### src/hw/rtl/hkr_pkg.sv
// Shared types and constants of the keyboard report state unit.
package hkr_pkg;

    // Report layout
    localparam int unsigned SlotFields = 6;
    localparam int unsigned KeyW       = 8;
    localparam logic [KeyW-1:0] ModCodeFirst = 8'd224;
    localparam logic [KeyW-1:0] ModCodeLast  = 8'd231;

    // Item operation codes
    localparam logic OpPress   = 1'b0;
    localparam logic OpRelease = 1'b1;

    // Result status codes
    typedef enum logic [1:0] {
        ST_OK        = 2'd0,
        ST_BUSY      = 2'd1,
        ST_NOT_FOUND = 2'd2
    } t_status;

    // Controller states
    typedef enum logic [1:0] {
        S_IDLE,
        S_SEARCH,
        S_RESULT
    } t_state;

    // Controller to datapath
    typedef struct packed {
        logic load_item;
        logic step;
        logic load_out;
        logic err;
    } t_cmd;

    // Datapath to controller
    typedef struct packed {
        logic hit;
        logic at_end;
        logic last;
    } t_sts;

endpackage

### src/hw/rtl/hkr_if.sv
// Valid/ready channel interfaces for key items and report results.
interface hkr_key_if;
    logic       valid;
    logic       ready;
    logic       op;
    logic [7:0] key_code;
    logic       last_in_batch;

    modport source (output valid, op, key_code, last_in_batch, input ready);
    modport sink   (input valid, op, key_code, last_in_batch, output ready);
endinterface

interface hkr_rpt_if;
    logic       valid;
    logic       ready;
    logic [1:0] status;
    logic [7:0] modifier_byte;
    logic [7:0] slot_key_0;
    logic [7:0] slot_key_1;
    logic [7:0] slot_key_2;
    logic [7:0] slot_key_3;
    logic [7:0] slot_key_4;
    logic [7:0] slot_key_5;

    modport source (output valid, status, modifier_byte, slot_key_0, slot_key_1,
                    slot_key_2, slot_key_3, slot_key_4, slot_key_5, input ready);
    modport sink   (input valid, status, modifier_byte, slot_key_0, slot_key_1,
                    slot_key_2, slot_key_3, slot_key_4, slot_key_5, output ready);
endinterface

### src/hw/rtl/hkr_ctrl.sv
// Controller state machine: item intake, slot search sequencing, result hand-off.
module hkr_ctrl (
    input  logic          i_clk,
    input  logic          i_rst_n,
    input  logic          i_in_valid,
    input  logic          i_in_last,
    output logic          o_in_ready,
    output logic          o_out_valid,
    input  logic          i_out_ready,
    input  hkr_pkg::t_sts i_sts,
    output hkr_pkg::t_cmd o_cmd
);
    import hkr_pkg::*;

    t_state r_state, n_state;
    logic   r_skip, n_skip;
    logic   r_err, n_err;
    logic   r_out_valid, n_out_valid;
    logic   w_accept;

    assign o_in_ready  = (r_state == S_IDLE);
    assign o_out_valid = r_out_valid;
    assign w_accept    = i_in_valid && o_in_ready;

    // Hold state and flags
    always_ff @(posedge i_clk) begin
        if (!i_rst_n) begin
            r_state     <= S_IDLE;
            r_skip      <= 1'b0;
            r_err       <= 1'b0;
            r_out_valid <= 1'b0;
        end else begin
            r_state     <= n_state;
            r_skip      <= n_skip;
            r_err       <= n_err;
            r_out_valid <= n_out_valid;
        end
    end

    // Next state and commands
    always_comb begin
        n_state     = r_state;
        n_skip      = r_skip;
        n_err       = r_err;
        n_out_valid = r_out_valid && !i_out_ready;
        o_cmd       = '0;
        o_cmd.err   = r_err;
        unique case (r_state)
            S_IDLE: begin
                if (w_accept) begin
                    if (r_skip) begin
                        // drop the item, the marked last one ends skipping
                        n_skip = !i_in_last;
                    end else begin
                        o_cmd.load_item = 1'b1;
                        n_state         = S_SEARCH;
                    end
                end
            end
            S_SEARCH: begin
                o_cmd.step = 1'b1;
                if (i_sts.hit) begin
                    n_err   = 1'b0;
                    n_state = i_sts.last ? S_RESULT : S_IDLE;
                end else if (i_sts.at_end) begin
                    n_err   = 1'b1;
                    n_skip  = !i_sts.last;
                    n_state = S_RESULT;
                end
            end
            S_RESULT: begin
                // load the output register once it is free
                if (!r_out_valid || i_out_ready) begin
                    o_cmd.load_out = 1'b1;
                    n_out_valid    = 1'b1;
                    n_state        = S_IDLE;
                end
            end
            default: n_state = S_IDLE;
        endcase
    end

endmodule

### src/hw/rtl/hkr_dp.sv
// Datapath: item register, modifier mask, key slots, slot search and result register.
module hkr_dp #(
    parameter int KEY_SLOTS = 6
) (
    input  logic          i_clk,
    input  logic          i_rst_n,
    input  logic          i_op,
    input  logic [7:0]    i_key_code,
    input  logic          i_last,
    input  hkr_pkg::t_cmd i_cmd,
    output hkr_pkg::t_sts o_sts,
    output logic [1:0]    o_status,
    output logic [7:0]    o_modifier,
    output logic [hkr_pkg::SlotFields-1:0][7:0] o_slots
);
    import hkr_pkg::*;

    localparam int IdxW = (KEY_SLOTS > 1) ? $clog2(KEY_SLOTS) : 1;
    localparam logic [IdxW-1:0] LastIdx = IdxW'(KEY_SLOTS - 1);

    logic                r_op;
    logic [KeyW-1:0]     r_code;
    logic                r_last;
    logic [IdxW-1:0]     r_idx;
    logic [7:0]          r_mod;
    logic [KeyW-1:0]     r_slot [KEY_SLOTS];
    t_status             r_out_status;
    logic [7:0]          r_out_mod;
    logic [SlotFields-1:0][7:0] r_out_slots;

    logic                w_is_mod;
    logic [7:0]          w_mod_bit;
    logic [KeyW-1:0]     w_target;
    logic                w_hit;
    t_status             w_err_status;

    // Decode the latched item
    assign w_is_mod     = (r_code >= ModCodeFirst) && (r_code <= ModCodeLast);
    assign w_mod_bit    = 8'(1) << r_code[2:0];
    assign w_target     = (r_op == OpRelease) ? r_code : '0;
    assign w_hit        = w_is_mod || (r_slot[r_idx] == w_target);
    assign w_err_status = (r_op == OpRelease) ? ST_NOT_FOUND : ST_BUSY;

    assign o_sts.hit    = w_hit;
    assign o_sts.at_end = (r_idx == LastIdx);
    assign o_sts.last   = r_last;

    // Latch the item and advance the slot pointer
    always_ff @(posedge i_clk) begin
        if (i_cmd.load_item) begin
            r_op   <= i_op;
            r_code <= i_key_code;
            r_last <= i_last;
            r_idx  <= '0;
        end else if (i_cmd.step && !w_hit && !o_sts.at_end) begin
            r_idx  <= r_idx + 1'b1;
        end
    end

    // Update the report state on a hit
    always_ff @(posedge i_clk) begin
        if (!i_rst_n) begin
            r_mod <= '0;
            for (int i = 0; i < KEY_SLOTS; i++) r_slot[i] <= '0;
        end else if (i_cmd.step && w_hit) begin
            if (w_is_mod) begin
                r_mod <= (r_op == OpRelease) ? (r_mod & ~w_mod_bit) : (r_mod | w_mod_bit);
            end else begin
                r_slot[r_idx] <= (r_op == OpRelease) ? '0 : r_code;
            end
        end
    end

    // Capture the result
    always_ff @(posedge i_clk) begin
        if (i_cmd.load_out) begin
            r_out_status <= i_cmd.err ? w_err_status : ST_OK;
            r_out_mod    <= r_mod;
            for (int i = 0; i < SlotFields; i++) begin
                r_out_slots[i] <= (i < KEY_SLOTS) ? r_slot[i] : '0;
            end
        end
    end

    assign o_status   = r_out_status;
    assign o_modifier = r_out_mod;
    assign o_slots    = r_out_slots;

endmodule

### src/hw/rtl/hid_keyboard_report_state_unit.sv
// Top level of the boot-keyboard report state unit.
// Keeps a modifier byte and KEY_SLOTS key slots (1..6). Each accepted item
// presses or releases one usage code; codes 224..231 set (press) or clear
// (release) one modifier bit, others fill the first empty slot or clear the
// first matching one. One result with status and the full report is offered
// at batch end or at the first error; the rest of an erroring batch is
// dropped. One item is worked at a time: a press or release passes through
// intake, a sequential slot search that compares one slot per cycle, and a
// result load only when a result is due; a dropped item is taken in the idle
// state and goes no further. The output register lets the next item enter
// while a result waits to be taken; a second result waits in the load step
// until the first one is taken.
module hid_keyboard_report_state_unit #(
    parameter int KEY_SLOTS = 6
) (
    input logic     i_clk,
    input logic     i_rst_n,
    hkr_key_if.sink   i_kb,
    hkr_rpt_if.source o_rpt
);
    import hkr_pkg::*;

    t_cmd w_cmd;
    t_sts w_sts;
    logic [SlotFields-1:0][7:0] w_slots;

    hkr_ctrl u_ctrl (
        .i_clk       (i_clk),
        .i_rst_n     (i_rst_n),
        .i_in_valid  (i_kb.valid),
        .i_in_last   (i_kb.last_in_batch),
        .o_in_ready  (i_kb.ready),
        .o_out_valid (o_rpt.valid),
        .i_out_ready (o_rpt.ready),
        .i_sts       (w_sts),
        .o_cmd       (w_cmd)
    );

    hkr_dp #(.KEY_SLOTS(KEY_SLOTS)) u_dp (
        .i_clk      (i_clk),
        .i_rst_n    (i_rst_n),
        .i_op       (i_kb.op),
        .i_key_code (i_kb.key_code),
        .i_last     (i_kb.last_in_batch),
        .i_cmd      (w_cmd),
        .o_sts      (w_sts),
        .o_status   (o_rpt.status),
        .o_modifier (o_rpt.modifier_byte),
        .o_slots    (w_slots)
    );

    // Spread the slots over the report fields
    assign o_rpt.slot_key_0 = w_slots[0];
    assign o_rpt.slot_key_1 = w_slots[1];
    assign o_rpt.slot_key_2 = w_slots[2];
    assign o_rpt.slot_key_3 = w_slots[3];
    assign o_rpt.slot_key_4 = w_slots[4];
    assign o_rpt.slot_key_5 = w_slots[5];

endmodule

### src/flat_wrapper.sv
// flat-port wrapper written by rule: the top's interface ports become plain ports
module hid_keyboard_report_state_unit_flat import hkr_pkg::*;
#(
    parameter int KEY_SLOTS = 6
)
  (i_clk, i_rst_n, i_kb_valid, i_kb_op, i_kb_key_code, i_kb_last_in_batch, i_kb_ready, o_rpt_valid, o_rpt_status, o_rpt_modifier_byte, o_rpt_slot_key_0, o_rpt_slot_key_1, o_rpt_slot_key_2, o_rpt_slot_key_3, o_rpt_slot_key_4, o_rpt_slot_key_5, o_rpt_ready);
  hkr_key_if i_kb_i ();
  hkr_rpt_if o_rpt_i ();
  input logic i_clk;
  input logic i_rst_n;
  input wire logic [$bits(i_kb_i.valid)-1:0] i_kb_valid;
  input wire logic [$bits(i_kb_i.op)-1:0] i_kb_op;
  input wire logic [$bits(i_kb_i.key_code)-1:0] i_kb_key_code;
  input wire logic [$bits(i_kb_i.last_in_batch)-1:0] i_kb_last_in_batch;
  output wire logic [$bits(i_kb_i.ready)-1:0] i_kb_ready;
  output wire logic [$bits(o_rpt_i.valid)-1:0] o_rpt_valid;
  output wire logic [$bits(o_rpt_i.status)-1:0] o_rpt_status;
  output wire logic [$bits(o_rpt_i.modifier_byte)-1:0] o_rpt_modifier_byte;
  output wire logic [$bits(o_rpt_i.slot_key_0)-1:0] o_rpt_slot_key_0;
  output wire logic [$bits(o_rpt_i.slot_key_1)-1:0] o_rpt_slot_key_1;
  output wire logic [$bits(o_rpt_i.slot_key_2)-1:0] o_rpt_slot_key_2;
  output wire logic [$bits(o_rpt_i.slot_key_3)-1:0] o_rpt_slot_key_3;
  output wire logic [$bits(o_rpt_i.slot_key_4)-1:0] o_rpt_slot_key_4;
  output wire logic [$bits(o_rpt_i.slot_key_5)-1:0] o_rpt_slot_key_5;
  input wire logic [$bits(o_rpt_i.ready)-1:0] o_rpt_ready;
  assign i_kb_i.valid = i_kb_valid;
  assign i_kb_i.op = i_kb_op;
  assign i_kb_i.key_code = i_kb_key_code;
  assign i_kb_i.last_in_batch = i_kb_last_in_batch;
  assign i_kb_ready = i_kb_i.ready;
  assign o_rpt_valid = o_rpt_i.valid;
  assign o_rpt_status = o_rpt_i.status;
  assign o_rpt_modifier_byte = o_rpt_i.modifier_byte;
  assign o_rpt_slot_key_0 = o_rpt_i.slot_key_0;
  assign o_rpt_slot_key_1 = o_rpt_i.slot_key_1;
  assign o_rpt_slot_key_2 = o_rpt_i.slot_key_2;
  assign o_rpt_slot_key_3 = o_rpt_i.slot_key_3;
  assign o_rpt_slot_key_4 = o_rpt_i.slot_key_4;
  assign o_rpt_slot_key_5 = o_rpt_i.slot_key_5;
  assign o_rpt_i.ready = o_rpt_ready;
  hid_keyboard_report_state_unit #(.KEY_SLOTS(KEY_SLOTS)) u_core (.i_clk(i_clk), .i_rst_n(i_rst_n), .i_kb(i_kb_i), .o_rpt(o_rpt_i));
endmodule
### config.mk
export PLATFORM = sky130hd
export DESIGN_NAME = hid_keyboard_report_state_unit_flat
export DESIGN_NICKNAME = d
export VERILOG_FILES = /design/src/hw/rtl/hkr_pkg.sv /design/src/hw/rtl/hkr_if.sv /design/src/hw/rtl/hkr_ctrl.sv /design/src/hw/rtl/hkr_dp.sv /design/src/hw/rtl/hid_keyboard_report_state_unit.sv /design/src/flat_wrapper.sv
export SDC_FILE = /design/constraint.sdc
export NUM_CORES = 1
export LEC_CHECK = 0
export ABC_AREA = 1
export BUFFER_PORTS_ARGS = -buffer_cell sky130_fd_sc_hd__buf_2
export CAP_MARGIN = 20
export CORE_MARGIN = 3
export CORE_UTILIZATION = 52
export CTS_CLUSTER_SIZE = 12
export DETAILED_ROUTE_END_ITERATION = 8
export PLACE_DENSITY = 0.75
export SYNTH_ARGS = -nofsm -noshare
export SYNTH_HDL_FRONTEND = slang
export SYNTH_SLANG_ARGS = --single-unit
### constraint.sdc
create_clock -name i_clk -period 3.27 [get_ports i_clk]
set_input_delay 0.327 -clock i_clk [delete_from_list [all_inputs] [get_ports i_clk]]
set_output_delay 0.327 -clock i_clk [all_outputs]
set_load 0.02 [all_outputs]
==> run metrics <==
status=finished clean; aggregate global routing overflow=0; synthesized area per cell=10.7 sq um; final critical-path required period=around 2.9 ns; io pins=74; area delta synth->final=17.5%; Nets=696; number of CTS-inserted buffers=17; root buffer cell=clkbuf_16; post-route ant nets=0; CTS tree=done; Max Transition Viols Final=0; CP arrival=3.03 ns; DR vias/cell=between 5 and 6; Final TNS setup=0 ns; post-route DRC violation count=0; first-pass GRT wire length=roughly 21 mm; slowest cell on the critical path=dfxtp_1; CP max stage delay=about 0.53 ns; Die Span Y=117 um; ant diodes=0; H-tree Lvls=4; period utilization=89.9%; crit path kind=reg2reg; worst-skew pair later-pin latency=about 0.42 ns; Longest Clk Path Bufs=2; Starting Density=54.5%; Seq/Total Area, Yosys=68.4%; Worst setup SP type=register; required time of the critical path=3.36 ns; Post-Synthesis Cells=just under 600; cts hold-fix bufs=0; Via Count=4367; drt total wl=13.7 mm; DRT iter0 DRCs=434; antenna violations before repair=0; Post-Route Utilization=64.0%; cell repeated most along the worst path=nand2_1; Yosys cell types=27; Final Skew=slightly above 0.006 ns; Overall Power=4.98 mW; core area=around 0.012 sq mm; FILL cells=902; Final setup viols=0; clock sinks=around 150; final hold violation count=0; DR WL/cell=about 16 um; PD cells=between 600 and 700 mW/mm^2; FF+latch count, synth=151; crit path capture type=register; synth warn=0; width of the die=approximately 120 um; drt first pass iters=6; Total GRT Usage=21.4%; Hold Path Class=in2reg; Slew @ Worst Pin=0.757 ns; CP Buf/Inv Count=1; synthesized cell area=around 0.0064 sq mm; fmax=340 MHz; Detailed Place HPWL=9.81 mm; R2R Setup Slk=0.33 ns; peak supply drop=447 uV; Critical Path, Cell by Cell=inv_4, nand2_1, nand3_1, nand3_1, nand2_1, nand2_1, nand2_1, nor2_1, nand2_1, nor2_4, nand4_2, nor2_2, nand3_2, nand2_1; LEAKAGE=~3.2 nW; layout cell share with drive strength beyond 1=20.1%; largest net degree at the start of global routing=36; vias in the first global route=roughly 4200; RD Place Congestion=0.962; syn nets=610; unrepaired setup endpoints after global routing=false; Die ar.=0.0136 sq mm; Crit Path Max Fanout=32; Max-Cap Viols=0; PortBufs=73; Top delay family on crit path=simple AND/OR/NAND/NOR gates; num rows=39; Slew HR=between 40% and 50%; Clock transition at path regs=0.06 ns
## sequential cells by signal, summed over array words and instances (netlist names), 2 cells and up, named ones only
register,flops
o_rpt_slot_key_0,8
o_rpt_slot_key_1,8
o_rpt_slot_key_2,8
o_rpt_slot_key_3,8
o_rpt_slot_key_4,8
o_rpt_slot_key_5,8
u_core.u_ctrl.r_state,2
u_core.u_dp.o_modifier,8
u_core.u_dp.o_status,2
u_core.u_dp.r_code,8
u_core.u_dp.r_idx,3
u_core.u_dp.r_slot,64
## repair_timing
action,4_1_cts,5_1_grt
resized for setup,0,3
buffers inserted,0,0
endpoints found under the setup margin,0,19
## stage by stage
stage          cell area [sq um]  std cells  hold slack [ns]  setup slack [ns]
2_1_floorplan               6360        594            0.403             0.861
3_3_place_gp                6870        803            0.417             0.384
3_5_place_dp                6870        803            0.412             0.335
4_1_cts                     7450        835           0.0634             0.320
5_1_grt                     7470        836           0.0704            0.0174
6_report                    7470        836           0.0814             0.332
## cells in the final DEF, fill, tap and decap left out, types with 2 or more instances in the layout
cell       synthesis  routed
nand2_1          151     148
edfxtp_1         132     132
inv_1             85      85
buf_2              3      73
nor2_1            72      71
nand3_1           60      60
clkbuf_16          0      20
a21oi_1           19      19
dfxtp_1           19      19
nand3_2           15      15
buf_4              4      10
o21ai_0            9       9
clkinv_2           0       5
clkbuf_1           5       4
nand2_2            0       3
nor2_4             1       2
ha_1               2       2
clkbuf_8           0       2
## synth_stat cells
master	number	area share, %
o21ai_0	9	0.71
or2_2	1	0.099
nand3_2	15	2.4
dfxtp_1	19	6.0
inv_4	1	0.099
inv_2	1	0.059
nor2_1	72	4.3
nand4_4	1	0.33
inv_1	85	5.0
nand4_2	1	0.20
buf_6	5	0.89
nand4_1	1	0.099
xor2_1	1	0.14
clkbuf_1	5	0.30
buf_2	3	0.24
clkinv_1	1	0.059
edfxtp_1	132	62
nor2_2	1	0.099
a21oi_1	19	1.5
and3_1	1	0.099
nand2_1	151	8.9
nand3_1	60	4.7
ha_1	2	0.39
nor2_4	1	0.18
buf_4	4	0.47
a31oi_1	1	0.099
nor2_8	1	0.32
## cells by family (layout without fill, tap and decap cells)
group,Yosys count,after routing,synth area share [%]
AO/OA/AOI/OAI,29,29,2.30
AND/OR/NAND/NOR,306,306,21.7
adder cells (fa/ha/maj),2,2,0.394
XOR/XNOR,1,1,0.138
buffers and inverters,105,204,7.13
flip-flops,151,151,68.4
## where the power goes
| part | leakage, nW | switching, mW | total (mW) | internal (mW) |
|---|---|---|---|---|
| combinational | 1.41 | 0.589 | 0.840 | 0.252 |
| clock | 0.289 | 0.700 | 1.84 | 1.14 |
| sequential | 1.47 | 0.0826 | 2.30 | 2.22 |
## final timing paths
check                                           endpoint        startpoint  depth (start not counted)
hold / removal           u_core.u_dp.r_code[2]$_DFFE_PP_  i_kb_key_code[2]                          1
hold reg to reg      u_core.u_dp.o_modifier[0]$_DFFE_PP_          register                          0
setup / recovery  u_core.u_dp.r_slot[2][7]$_SDFFCE_PN0P_          register                         14
setup reg to reg  u_core.u_dp.r_slot[2][7]$_SDFFCE_PN0P_          register                         14
## area by class of cell
cell class	instances	area, sq um	share of cell area, %
well taps	143	179	2.40
inverters	88	333	4.46
multi-input cells	338	1570	21.1
clock buffers	26	543	7.27
repair buffers	84	460	6.17
clock inverters	6	33.8	0.452
flip-flops and latches	151	4340	58.2
## metal layers
layer	GRT usage, %	up-vias	routed length, um
met5	0	-	0
met4	10.2	0	462
met3	5.70	38	968
met2	33.9	181	6500
met1	27.5	2028	5790
li1	-	2120	-
Power figures use the tool's default switching activity.
